===== src/hdl/ppg_pkg.sv =====
// Shared types, constants and width helpers for the PPG DC blocker and
// moving-average block. No dependencies.
package ppg_pkg;

  localparam int OUT_BITS          = 24;
  localparam int COEF_BITS         = 16;
  localparam int ROUND_BITS        = 16;
  localparam int CFG_INDEX_BITS    = 2;

  localparam int DEF_WINDOW_LENGTH = 12;
  localparam int DEF_SAMPLE_BITS   = 18;
  localparam int DEF_FRACTION_BITS = 4;

  localparam logic [COEF_BITS-1:0] COEF_RESET = 16'd62259;

  localparam logic signed [OUT_BITS-1:0] OUT_MAX_V = {1'b0, {(OUT_BITS-1){1'b1}}};
  localparam logic signed [OUT_BITS-1:0] OUT_MIN_V = {1'b1, {(OUT_BITS-1){1'b0}}};

  typedef enum logic [CFG_INDEX_BITS-1:0] {
    REG_HP_COEFFICIENT = 2'd0,
    REG_AVERAGE_ENABLE = 2'd1
  } cfg_reg_t;

  function automatic int sum_width(input int n);
    return OUT_BITS + $clog2(n);
  endfunction

endpackage


===== src/hdl/ppg_win_cell.sv =====
// One window cell: holds an infrared and a red filtered value and loads
// from its upstream neighbor on shift. Depends on ppg_pkg.
module ppg_win_cell import ppg_pkg::*; (
  input  logic                       clk,
  input  logic                       shift,
  input  logic signed [OUT_BITS-1:0] ir_in,
  input  logic signed [OUT_BITS-1:0] red_in,
  output logic signed [OUT_BITS-1:0] ir_q,
  output logic signed [OUT_BITS-1:0] red_q
);

  always_ff @(posedge clk) begin
    if (shift) begin
      ir_q  <= ir_in;
      red_q <= red_in;
    end
  end

endmodule


===== config.mk =====
export PLATFORM = sky130hd
export DESIGN_NAME = ppg_win_cell
export DESIGN_NICKNAME = d
export VERILOG_FILES = /design/src/hdl/ppg_pkg.sv /design/src/hdl/ppg_win_cell.sv
export SDC_FILE = /design/constraint.sdc
export NUM_CORES = 1
export LEC_CHECK = 0
export ABC_AREA = 1
export BUFFER_PORTS_ARGS = -buffer_cell sky130_fd_sc_hd__buf_4
export CAP_MARGIN = 10
export CORE_MARGIN = 2
export CORE_UTILIZATION = 30
export CTS_CLUSTER_DIAMETER = 60
export DETAILED_ROUTE_END_ITERATION = 7
export PLACE_DENSITY = 0.65
export SLEW_MARGIN = 5
export SYNTH_ARGS = -nofsm -noshare
export SYNTH_HDL_FRONTEND = slang
export SYNTH_SLANG_ARGS = --single-unit

===== constraint.sdc =====
create_clock -name clk -period 0.8 [get_ports clk]
set_input_delay 0.08 -clock clk [delete_from_list [all_inputs] [get_ports clk]]
set_output_delay 0.08 -clock clk [all_outputs]
set_load 0.1 [all_outputs]

* Word-level counts from Yosys, hierarchy flattened
Index checks and enable logic that the tools add are counted.
** Word-level totals
- Output and inout port bits :: 48
- Logic and storage cells :: 2
- Bits of input ports :: 50
- Bits in registers :: 48

* Longest topological paths before layout
- Word-level depth :: 0
- Gate-level depth with buffers :: 0

* Worst setup path before layout
OpenSTA, ideal clock, no wires.
- Path type :: reg2out
- From :: reg ir_q[0]
- To :: out ir_q[0]
- Buffers on the path :: 0
- Cell stages (with the launch flop) :: 1
- Data arrival time :: 904 ps
- Path slack :: -184 ps
- Path through :: edfxtp_1
** RTL lines
- from (decl) :: RTL line ppg_win_cell.sv:8 : output logic signed [OUT_BITS-1:0] ir_q,
- from (signal assigned) :: RTL line ppg_win_cell.sv:14 : ir_q <= ir_in;
No word-level cell between the ends.

* Final worst setup path
- From :: reg ir_q[10]
- To :: out ir_q[10]
No word-level cell between the ends.

==> impl_metrics.csv <==
group,metric,value,unit
status,status,"complete, but fails checks",
status,violations,"negative setup slack",
placed_design,port_buffers,97,
min_path,whs_path_depth,2,
worst_setup_path,path_class,"register to output port",
die,row_count,25,
sta,period_share,1.242,
sta,clock.fmax,1006,MHz
cells_and_area,final_cell_mix,"buf_4 (49), dlygate4sd3_1 (48), edfxtp_1 (48), buf_6 (47), clkbuf_8 (5)",
pwr,ir_worst_vdd,0.001209,V
die,core,4692,um2
cells_and_area,multi_input_area,0,um2
worst_setup_path,cp-end-kind,"output port",
sta,tightest_slew,207.6,ps
min_path,hold_class,"input pin to register",
grt,antenna_found_initial,0,
logic_synthesis,seq_area_frac_synth,1.000,
clocking,clk_pin_slew,80,ps
routing,vias_per_cell,4.160,
routing,routedWlPerCell,15.14,um
sta,hold_viol_final,0,
worst_setup_path,cp.required,720,ps
cells_and_area,nets,252,
logic_synthesis,synthAdderAreaFrac,0,
logic_synthesis,yosys_warnings,0,
die,initial_core_util,0.3072,
logic_synthesis,ys_types,1,
routing,vias,1065,
clocking,cts.path.max_buffers,2,
logic_synthesis,synth_xor_area_frac,0,
clocking,cts_tree,"done",
grt,grt_pass1_wl,5616,um
worst_setup_path,path_buf_inv,1,
min_path,hold_start,"shift",
routing,first_iter_violations,29,
sta,final-max-slew-violation-count,0,
sta,slew_headroom,0.8619,
cells_and_area,final_cells,256,
cells_and_area,drive_gt1_frac,0.5198,
die,io_pins,98,
grt,grtUsageTotal,0.1496,
clocking,clock_sinks,48,
sta,fin_tns_setup,-7712,ps
routing,wl,3875,um
logic_synthesis,syn_nets,98,
worst_setup_path,cp.arrival,910,ps
sta,holdWs,222.4,ps
cells_and_area,insertedDiodeCount,0,
clocking,h-tree-depth,2,
logic_synthesis,synth_compound_gate_area_share,0,
sta,min_period,993.9,ps
sta,rsz0062_at_grt,"true",
grt,overflow,0,
pwr,p_per_area,2214,nW/um2
grt,first_global_vias,1185,
sta,setup_viol,48,
min_path,whs_endpoint,"ir_q[1]$_DFFE_PP_",
cells_and_area,multi_input_cells,0,
sta,worst_slack,-193.9,ps
worst_setup_path,cp-startpoint,"ir_q[10]$_DFFE_PP_",
die,die_w,73.32,um
cells_and_area,mostFrequentLayoutCell,"buf_4",
logic_synthesis,synth-simple-area-share,0,
worst_setup_path,critical_path.top_delay_family,"flip-flops",
grt,grt_max_degree,25,
worst_setup_path,slowest_stage,"edfxtp_1",
clocking,cts-root-buf,"clkbuf_8",
pwr,leakage,1.257,nW
die,dieHeight,73.32,um
die,die_area,5375,um2
placed_design,routabilityCongestion,0.6221,
cells_and_area,fillers,348,
placed_design,dp.cells,201,
logic_synthesis,syn_inst,48,
logic_synthesis,netlist_area,1441,um2
cells_and_area,area_growth_syn_to_layout,109.5,%
pwr,design_power_total,0.006683,W
worst_setup_path,cp_max_fo,1,
worst_setup_path,critPathLaunchType,"register",
flow_run,cap_violations,0,
worst_setup_path,slowest_delay,410,ps
logic_synthesis,synth.mux.area_fraction,0,
routing,drc,0,
logic_synthesis,syn_area_per_cell,30.03,um2
routing,drt_pass1_iterations,2,
placed_design,place_ws,96.23,ps
routing,final_antenna_net_count,0,
clocking,numCtsBuffers,5,
cells_and_area,seq_area,1441,um2
worst_setup_path,worstPathCellList,"buf_6",
logic_synthesis,yosys_register_bits,48,
cells by family after synthesis:
logic type,count (synthesis)
flops,48
final cells by class:
type | instances | area share
Sequential cell | 48 | 0.4774
Timing Repair Buffer | 147 | 0.4745
Clock buffer | 6 | 0.02404
Tap cell | 54 | 0.02238
Clock inverter | 1 | 0.001658
worst max-delay path by stage:
stage | to | slack (ps) | cells past startpoint
2_1_floorplan | ir_q[0] | -180 | 0
3_3_place_gp | ir_q[6] | 120 | 1
3_5_place_dp | ir_q[10] | 100 | 1
4_1_cts | ir_q[10] | -210 | 1
5_1_grt | red_q[22] | -230 | 1
6_report | ir_q[10] | -190 | 1
per-layer routing:
metal | track usage | wire length [um] | vias up
li1 | - | - | 500
met1 | 0.1243 | 1158 | 500
met2 | 0.3043 | 2363 | 56
met3 | 0.05761 | 274 | 9
met4 | 0.05859 | 79 | 0
met5 | 0 | 0 | -
per-stage QoR:
step,area (um2),utilization
after global routing,3019,0.6435
after CTS,3015,0.6427
after global placement,2277,0.4853
final,3019,0.6435
after floorplan,1441,-
after detailed placement,2277,0.4853
state kept, by name (all words and copies together) (netlist names):
signal,cells
red_q,24
ir_q,24
power by group:
group	internal [W]	switching, W
sequential	0.00299	0.0000955
clock	0.000595	0.000711
combinational	0.000681	0.00161
total	0.00427	0.00242
synth_stat cells:
library cell | n | area share
edfxtp_1 | 48 | 1.0
repair_timing:
item	CTS	global route
endpoints found under the setup margin	48	48
pin swaps	0	0
hold buffers	48	0
endpoints found under the hold margin	48	0
gates resized for setup	48	1
setup buffers	0	0
cloned	0	0
Note: power is estimated with default switching activity, not from simulation.
