==> config.mk <==
export PLATFORM = sky130hd
export DESIGN_NAME = ppg_dcb
export DESIGN_NICKNAME = d
export VERILOG_FILES = /design/src/hdl/ppg_pkg.sv /design/src/hdl/ppg_dcb.sv
export SDC_FILE = /design/constraint.sdc
export NUM_CORES = 1
export LEC_CHECK = 0
export ABC_AREA = 1
export BUFFER_PORTS_ARGS = -buffer_cell sky130_fd_sc_hd__clkbuf_2
export CORE_UTILIZATION = 50
export CTS_BUF_LIST = sky130_fd_sc_hd__clkbuf_8
export CTS_CLUSTER_DIAMETER = 200
export DETAILED_ROUTE_END_ITERATION = 8
export GPL_ROUTABILITY_DRIVEN = 0
export PLACE_DENSITY = 0.72
export SLEW_MARGIN = 20
export SYNTH_ARGS = -nofsm -noshare
export SYNTH_HDL_FRONTEND = slang
export SYNTH_SLANG_ARGS = --single-unit
==> constraint.sdc <==
create_clock -name clk -period 11.73 [get_ports clk]
set_clock_uncertainty 0.05 [all_clocks]
set_input_delay 0.5865 -clock clk [delete_from_list [all_inputs] [get_ports clk]]
set_output_delay 0.5865 -clock clk [all_outputs]
set_load 0.05 [all_outputs]
==> src/hdl/ppg_pkg.sv <==
// Shared types, constants and width helpers for the PPG DC blocker and
// moving-average block. No dependencies.
package ppg_pkg;

  localparam int OUT_BITS          = 24;
  localparam int COEF_BITS         = 16;
  localparam int ROUND_BITS        = 16;
  localparam int CFG_INDEX_BITS    = 2;

  localparam int DEF_WINDOW_LENGTH = 12;
  localparam int DEF_SAMPLE_BITS   = 18;
  localparam int DEF_FRACTION_BITS = 4;

  localparam logic [COEF_BITS-1:0] COEF_RESET = 16'd62259;

  localparam logic signed [OUT_BITS-1:0] OUT_MAX_V = {1'b0, {(OUT_BITS-1){1'b1}}};
  localparam logic signed [OUT_BITS-1:0] OUT_MIN_V = {1'b1, {(OUT_BITS-1){1'b0}}};

  typedef enum logic [CFG_INDEX_BITS-1:0] {
    REG_HP_COEFFICIENT = 2'd0,
    REG_AVERAGE_ENABLE = 2'd1
  } cfg_reg_t;

  function automatic int sum_width(input int n);
    return OUT_BITS + $clog2(n);
  endfunction

endpackage

==> src/hdl/ppg_dcb.sv <==
// One-channel DC blocker y = a * (y_prev + (x - x_prev) * 2^FRACTION_BITS)
// with rounding and 24-bit saturation; state advances on load. Depends on ppg_pkg.
module ppg_dcb import ppg_pkg::*; #(
  parameter int SAMPLE_BITS   = DEF_SAMPLE_BITS,
  parameter int FRACTION_BITS = DEF_FRACTION_BITS
) (
  input  logic                       clk,
  input  logic                       rst,
  input  logic                       load,
  input  logic [COEF_BITS-1:0]       coef,
  input  logic [SAMPLE_BITS-1:0]     x,
  output logic signed [OUT_BITS-1:0] y
);

  localparam int DIFF_W     = SAMPLE_BITS + 1;
  localparam int SCL_W      = DIFF_W + FRACTION_BITS;
  localparam int S_W        = ((SCL_W > OUT_BITS) ? SCL_W : OUT_BITS) + 1;
  localparam int P_W        = S_W + COEF_BITS + 1;
  localparam int Q_W        = P_W - ROUND_BITS;
  localparam int ROUND_HALF = 1 << (ROUND_BITS - 1);

  logic [SAMPLE_BITS-1:0]       last_x;
  logic signed [OUT_BITS-1:0]   last_y;
  logic signed [DIFF_W-1:0]     diff;
  logic signed [S_W-1:0]        s;
  logic signed [COEF_BITS:0]    coef_s;
  logic signed [P_W-1:0]        prod;
  logic signed [P_W-1:0]        bias;
  logic signed [P_W-1:0]        rnd;
  logic signed [Q_W-1:0]        q;
  logic [Q_W-OUT_BITS:0]        hi;

  always_comb begin
    diff   = $signed({1'b0, x}) - $signed({1'b0, last_x});
    s      = S_W'(last_y) + (S_W'(diff) <<< FRACTION_BITS);
    coef_s = $signed({1'b0, coef});
    prod   = s * coef_s;
    bias   = prod[P_W-1] ? P_W'(ROUND_HALF - 1) : P_W'(ROUND_HALF);
    rnd    = prod + bias;
    q      = rnd[P_W-1:ROUND_BITS];
    hi     = q[Q_W-1:OUT_BITS-1];
    if ((&hi) || !(|hi)) begin
      y = q[OUT_BITS-1:0];
    end else begin
      y = q[Q_W-1] ? OUT_MIN_V : OUT_MAX_V;
    end
  end

  always_ff @(posedge clk) begin
    if (rst) begin
      last_x <= '0;
      last_y <= '0;
    end else if (load) begin
      last_x <= x;
      last_y <= y;
    end
  end

endmodule

Word level (Yosys, flattened, before mapping)
Cells that the tools add are included.
{ "classes": {"n_mux": 3, "div_mod_pow": 0, "eq_ne": 0, "add_sub_neg": 3, "shifts": 0, "n_lt_le_gt_ge": 0, "multipliers": 1, "reduce_logical": 4, "bitwise_logic": 0} }
{ "op_table": {"columns": ["cell", "n"], "rows": [
  ["$mux W24", 2],
  ["$add A42 B17 Y42", 1],
  ["$mul A25 B17 Y42", 1],
  ["$add A24 B23 Y25", 1],
  ["$sub A18 B18 Y19", 1],
  ["$mux W16", 1],
  ["$reduce_and A3 Y1", 1],
  ["$reduce_or A3 Y1", 1],
  ["$logic_not A1 Y1", 1],
  ["$logic_or A1 B1 Y1", 1]
]} }
{ "word_totals": {"romBits": 0, "latch_bits": 0, "word_cells": 13, "input_bits": 37, "out_inout_bits": 24, "ff_bits": 42, "n_memories": 0, "ramBits": 0} }

Depth between registers and ports, before layout
Gate-level depths: netlist of the first run.
{ "depth": {"ltp_word": 9, "depth_mapped": 75} }

Least setup slack after synthesis of the first run
No wires, ideal clock.
{ "synth_path": {"kind": "in2out", "from": "input x[0]", "to": "output y[14]", "setup_slack_ns": -0.097, "arrival_ns": 11.191, "path_stages": 61, "required_time_ns": 11.094, "cell_sequence": "inv_1 -> ha_1 -> inv_1 -> fa_1 -> nand3_1 -> nand2_1 -> nand2_1 -> o211ai_1 -> a21oi_1 -> o21bai_1 -> a21oi_1 -> o21bai_1 -> a21oi_1 -> o21bai_1 -> nand2_1 -> o21ai_0 -> a31oi_1 -> ha_1 -> (+25 left out) -> nand3_2 -> nand4_2 -> nand2_4 -> buf_6 -> buf_4 -> ha_1 -> nand2_1 -> nor2_1 -> nand2_1 -> nor2_1 -> nand4_1 -> nand3_1 -> nand2_2 -> inv_2 -> nand2_4 -> buf_6 -> nand2_1 -> nand2_1"} }
{ "synth_via": {"elab_chain_len": 9, "elab_cells_between_ends": 11, "classes_between": "add/sub: 3; mul: 1; mux: 3; reduce/logical: 4"} }
{ "synth_rtl": {"columns": ["item", "line_no", "source"], "rows": [
  ["start, declared", "ppg_dcb.sv:11", "input logic [SAMPLE_BITS-1:0] x,"],
  ["$sub A18 B18 Y19 *", "ppg_dcb.sv:34", "diff = $signed({1'b0, x}) - $signed({1'b0, last_x});"],
  ["$add A24 B23 Y25 *", "ppg_dcb.sv:35", "s = S_W'(last_y) + (S_W'(diff) <<< FRACTION_BITS);"],
  ["$mul A25 B17 Y42 *", "ppg_dcb.sv:37", "prod = s * coef_s;"],
  ["$mux W16", "ppg_dcb.sv:38", "bias = prod[P_W-1] ? P_W'(ROUND_HALF - 1) : P_W'(ROUND_HALF);"],
  ["$add A42 B17 Y42 *", "ppg_dcb.sv:39", "rnd = prod + bias;"],
  ["$reduce_or A3 Y1", "ppg_dcb.sv:42", "if ((&hi) || !(|hi)) begin"],
  ["$logic_not A1 Y1", "ppg_dcb.sv:42", null],
  ["$logic_or A1 B1 Y1", "ppg_dcb.sv:42", null],
  ["$mux W24 *", "ppg_dcb.sv:42", null],
  ["end, declared", "ppg_dcb.sv:12", "output logic signed [OUT_BITS-1:0] y"]
]} }
Mark *: on every way between the ends. The rest lies on a longest branch, timed or not.

Worst setup path after layout of the first run
{ "layout_path": {"from": "input x[0]", "to": "output y[3]"} }
The elaborated chain is that of the path after synthesis.

==> results of run 1 <==
-- placed cells by master (no fill, tap or decap), drive strengths merged, types with 2 or more instances in the layout --
cell type  netlist  routed
inv            760     764
nand2          713     716
fa             387     387
nor2           305     305
buf             11     230
ha             144     144
nand3          112     112
a21oi          102     102
o21ai           74      74
xor2            52      52
dfxtp           42      42
clkbuf          69      41
or2             20      20
xnor2           20      20
o21bai          17      17
nand4           15      15
nor3            15      15
a21o            10      10
clkinv          12      10
a31oi           10      10
nand3b           6       6
nand2b           5       5
nor4             5       5
a21boi           5       5
and3             3       3
and2             3       3
o41ai            3       3
o31ai            2       2
o211ai           2       2
o2111ai          2       2
-- critical path: cells and delay by family --
kind	cells	cell delay (ns)
buffers and inverters	12	1.22
AND/OR/NAND/NOR	25	3.01
AO/OA/AOI/OAI	12	1.80
XOR/XNOR	1	0.14
adder cells (fa/ha/maj)	10	4.20
-- sequential cells by signal, summed over array words and instances (netlist names) --
register,cells
last_y,24
last_x,18
-- timing repair --
item                                    CTS  global route
pin swaps                                 1           109
hold endpoints to repair                  0             0
gates cloned                              2             3
endpoints found under the setup margin   23            47
resized for setup                        35           315
hold buffers                              0             0
buffers inserted                          0            19
-- cell families (layout without fill, tap and decap cells) --
family                     count (synthesis)  in the layout  share of synthesized area [%]
AOI/OAI and AO/OA                        232            232                           6.54
and+or+nand+nor                         1203           1206                           24.1
buffers and inverters                    852           1045                           15.8
DFF                                       42             42                           4.08
adders and majority gates                531            531                           46.4
xor gates and xnor gates                  72             72                           3.21
-- routing by layer --
layer / GRT usage [%] / share of wire, % / routed length (um) / vias to the layer above
met5: 0 / 0 / 0 / -
met4: 12.3 / 5.3 / 3360 / 0
met3: 4.72 / 9.0 / 5750 / 240
met2: 48.6 / 47 / 29700 / 1019
met1: 39.7 / 39 / 25000 / 9578
li1: - / - / - / 8948
-- per-stage QoR --
stage                     setup slack, ns  area [um2]
after floorplan                    0.0285       20600
after global placement            -0.0799       22600
after detailed placement           -0.421       22600
after CTS                          0.0326       22800
after global routing               -0.419       24200
final                              0.0985       24200
-- cell type report --
| type | instances | area, um2 | area share [%] |
|---|---|---|---|
| Multi-Input combinational cell | 2041 | 17600 | 72.7 |
| Inverter | 772 | 2910 | 12.0 |
| Timing Repair Buffer | 266 | 2130 | 8.79 |
| Sequential cell | 42 | 841 | 3.47 |
| Tap cell | 525 | 657 | 2.71 |
| Clock buffer | 5 | 68.8 | 0.284 |
| Clock inverter | 2 | 7.51 | 0.0310 |
-- final timing paths --
path,startpoint,endpoint,cells past startpoint
worst min register to register,last_x[15],last_x[15],2
worst min-delay path,last_x[15],last_x[15],2
worst max register to register,last_x[6],last_y[5],63
worst max-delay path,x[0],y[3],60
==> results.sh, run 1 <==
export IMPL_status="finished, final reports clean"
export IMPL_syn_inst=2932
export IMPL_ys_flop_type="dfxtp_1"
export IMPL_synthTopCellsByCount="747 x inv_1, 696 x nand2_1, 387 x fa_1, 289 x nor2_1, 144 x ha_1"
export IMPL_hold_viol=0
export IMPL_grt_pass1_wl_um=99100
export IMPL_die_height_um=205
export IMPL_grt_max_degree=51
export IMPL_async_flop_share_pct=0
export IMPL_cts_max_level=2
export IMPL_synth_edff_count=0
export IMPL_drive_above_1_share_pct=17.3
export IMPL_period_share_pct=99.2
export IMPL_synth_area_per_cell_um2=7.02
export IMPL_syn_cell_area_mm2=0.0206
export IMPL_hold_slack_ns=0.416
export IMPL_synth_area_leaders="fa_1 38%, inv_1 14%, nand2_1 13%"
export IMPL_route_detailed_drc=0
export IMPL_viasPerCell=5.42
export IMPL_cts_buffer_depth=2
export IMPL_io_buffers=60
export IMPL_synthDistinctLibCells=54
export IMPL_worst_pin_slew_ns=0.982
export IMPL_cap_violations=0
export IMPL_setup_tns_final_ns=0
export IMPL_die_area_mm2=0.0420
export IMPL_pin_count=61
export IMPL_timing_slew_headroom_pct=34.5
export IMPL_arrival_ns=10.99
export IMPL_num_rows=73
export IMPL_cts_tree="yes"
export IMPL_vias=19785
export IMPL_cts_sinks=42
export IMPL_place_detailed_hpwl_um=51400
export IMPL_placed_cells=3622
export IMPL_yosysTopAreaCell="fa_1"
export IMPL_cp_required_ns=11.09
export IMPL_antenna_found_initial=0
export IMPL_crit_slowest_cell="fa_2"
export IMPL_wl_per_cell_um=17.5
export IMPL_synth_warning_count=0
export IMPL_netlist_area_leader_share_pct=37.6
export IMPL_insertion_delay_ns=0.31
export IMPL_finalMaxSlewViolations=0
export IMPL_ant_nets=0
export IMPL_slowest_delay_ns=0.65
export IMPL_grt_setup_unrepaired="yes"
export IMPL_first_iter_violations=1894
export IMPL_path_class="input pin to primary output"
export IMPL_overflow=0
export IMPL_firstDrtPassIters=9
export IMPL_area_growth_pct=17.5
export IMPL_initial_core_util_pct=51.3
export IMPL_layout_cells_non_filler=3653
export IMPL_nNetsFinal=3696
export IMPL_n_fill_cell=3528
export IMPL_start_kind="input pin"
export IMPL_ys_seq_area_share_pct=4.08
export IMPL_finalWirelength_um=63800
export IMPL_grtUsageTotal_pct=29.9
export IMPL_max_freq_ghz=0.0860
export IMPL_period_minus_slack_ns=11.63
export IMPL_antenna_cells=0
export IMPL_synth_fp_nets=3500
export IMPL_cp_end_kind="primary output"
export IMPL_cts_root_buffer="clkbuf_8"
export IMPL_die_w_um=205
export IMPL_cts_buffers_inserted=5
export IMPL_cpMostUsedCell="nand2_2"
export IMPL_grt_pass1_vias=19809
export IMPL_setup_violations=0
export IMPL_synth_most_common_cell="inv_1"
export IMPL_path_clk_slew_ns=0.08
export IMPL_fin_util_pct=60.2
export IMPL_hp_class="flop to flop"
export IMPL_cp_max_fo=6
export IMPL_core_area_mm2=0.0402
export IMPL_ys_ff_latch=42
export IMPL_r2r_setup_slack_ns=0.57
Power of run 1 is not shown: default switching activity piles up to over one toggle a cycle in this logic, so the estimate is an artifact.
==> inputs of run 2 (changes only) <==
--- a/config.mk
+++ b/config.mk
@@ -7,12 +7,13 @@
 export LEC_CHECK = 0
 export ABC_AREA = 1
 export BUFFER_PORTS_ARGS = -buffer_cell sky130_fd_sc_hd__clkbuf_2
-export CORE_UTILIZATION = 50
+export CORE_UTILIZATION = 60
 export CTS_BUF_LIST = sky130_fd_sc_hd__clkbuf_8
 export CTS_CLUSTER_DIAMETER = 200
 export DETAILED_ROUTE_END_ITERATION = 8
 export GPL_ROUTABILITY_DRIVEN = 0
-export PLACE_DENSITY = 0.72
+export MAX_ROUTING_LAYER = met4
+export PLACE_DENSITY = 0.83
 export SLEW_MARGIN = 20
 export SYNTH_ARGS = -nofsm -noshare
 export SYNTH_HDL_FRONTEND = slang
==> run 2 against run 1 <==
Compared with the run above: the run now ends with DRC, setup timing left; non-clock buffer count fell by 23; final cell count shrank 2.7%; register-to-register slack worse by 0.31 ns; sequential cell count is the same; fmax fell by 3.0%; cell area grew 0.39%; critical path depth is 6 higher; sequential share of layout area is essentially flat; worst setup slack got worse by 0.36 ns; via count grew 6.3%; global-route usage increased by 6.7 points.
==> results.sh, run 2 (same netlist as run 1, synthesis figures left out) <==
export IMPL_period_minus_slack_ns=11.99
export IMPL_overflow=0
export IMPL_slowest_delay_ns=0.63
export IMPL_nNetsFinal=3673
export IMPL_initial_core_util_pct=61.3
export IMPL_cts_sinks=42
export IMPL_vias=21040
export IMPL_met3_length_um=8430
export IMPL_antenna_found_initial=0
export IMPL_num_rows=67
export IMPL_io_buffers=60
export IMPL_cts_root_buffer="clkbuf_8"
export IMPL_insertion_delay_ns=0.30
export IMPL_route_detailed_drc=29
export IMPL_period_share_pct=102
export IMPL_cp_max_fo=7
export IMPL_timing_slew_headroom_pct=36.7
export IMPL_status="complete, but fails checks"
export IMPL_final_cell_mix="729 x inv_1, 609 x nand2_1, 379 x fa_1"
export IMPL_worst_pin_slew_ns=0.949
export IMPL_ff_latch_area_um2=842
export IMPL_cpMostUsedCell="nand2_2"
export IMPL_placed_cells=3496
export IMPL_wl_met2_um=31400
export IMPL_die_area_mm2=0.0351
export IMPL_cap_violations=0
export IMPL_viasPerCell=5.92
export IMPL_arrival_ns=11.35
export IMPL_largest_reg_flops=24
export IMPL_core_area_mm2=0.0336
export IMPL_die_height_um=187
export IMPL_routed_top_layer="met4"
export IMPL_path_class="input pin to primary output"
export IMPL_crit_slowest_cell="fa_2"
export IMPL_top_register="last_y"
export IMPL_grt_pass1_vias=20328
export IMPL_first_iter_violations=2832
export IMPL_cts_tree="yes"
export IMPL_cp_end_kind="primary output"
export IMPL_hold_slack_ns=0.418
export IMPL_n_fill_cell=2299
export IMPL_antenna_cells=0
export IMPL_grt_max_degree=51
export IMPL_wl_met1_um=23500
export IMPL_place_detailed_hpwl_um=50600
export IMPL_grt_pass1_wl_um=99300
export IMPL_cts_buffer_depth=2
export IMPL_cts_max_level=2
export IMPL_start_kind="input pin"
export IMPL_mostFrequentLayoutCell="inv_1"
export IMPL_grtUsageTotal_pct=36.6
export IMPL_hold_viol=0
export IMPL_firstDrtPassIters=9
export IMPL_path_clk_slew_ns=0.08
export IMPL_setup_tns_final_ns=-2.92
export IMPL_place_ws_ns=-0.673
export IMPL_hp_class="flop to flop"
export IMPL_postCtsHoldBufs=0
export IMPL_area_growth_pct=18.0
export IMPL_multiInputGateArea_mm2=0.0178
export IMPL_cp_required_ns=11.09
export IMPL_setup_violations=23
export IMPL_finalWirelength_um=69300
export IMPL_layout_setup_ws_ns=-0.258
export IMPL_die_w_um=187
export IMPL_pin_count=61
export IMPL_ant_nets=0
export IMPL_violations="DRC, setup timing"
export IMPL_top_regs="last_y (24), last_x (18)"
export IMPL_max_freq_ghz=0.0834
export IMPL_cts_buffers_inserted=5
export IMPL_grt_setup_unrepaired="yes"
export IMPL_drive_above_1_share_pct=18.3
export IMPL_wl_per_cell_um=19.5
export IMPL_finalMaxSlewViolations=0
export IMPL_layout_cells_non_filler=3554
==> run 2: through the flow <==
stage,instance area [um2],utilization (%)
5_1_grt,24300,72.3
4_1_cts,22400,66.7
3_5_place_dp,22200,66.0
3_3_place_gp,22200,66.0
6_report,24300,72.3
2_1_floorplan,20600,-
==> run 2: worst paths after layout <==
path	start	to	slack [ns]	depth (start not counted)
worst max register to register	last_x[2]	last_y[5]	0.26	68
worst min register to register	last_x[3]	last_x[3]	0.42	2
worst max-delay path	x[0]	y[3]	-0.26	66
worst min-delay path	last_x[3]	last_x[3]	0.42	2
==> run 2: final cells by class <==
class                           count  share of cell area (%)
Inverter                          772                    12.0
Sequential cell                    42                    3.46
Multi-Input combinational cell   2041                    73.3
Timing Repair Buffer              243                    8.45
Tap cell                          448                    2.31
Clock buffer                        5                   0.283
Clock inverter                      3                   0.170
==> run 2: worst max-delay path: cells and delay by family <==
kind / cells / cell delay (ns)
buf+inv: 14 / 1.27
compound gates: 8 / 1.34
xor+xnor: 1 / 0.21
fa+ha+maj: 9 / 3.98
simple gates: 34 / 3.93
==> run 2: layer usage <==
metal	global-route usage, %	vias to the layer above
met2	58.0	1620
met1	44.9	9943
met4	19.1	0
li1	-	8913
met5	-	-
met3	6.34	564
==> run 2: timing repair <==
| action | in CTS | in global routing |
|---|---|---|
| cloned | 2 | 5 |
| endpoints found under the setup margin | 28 | 47 |
| pin swaps | 3 | 150 |
| buffers inserted | 2 | 43 |
| gates resized for setup | 42 | 392 |
Power of run 2 is left out for the same reason.
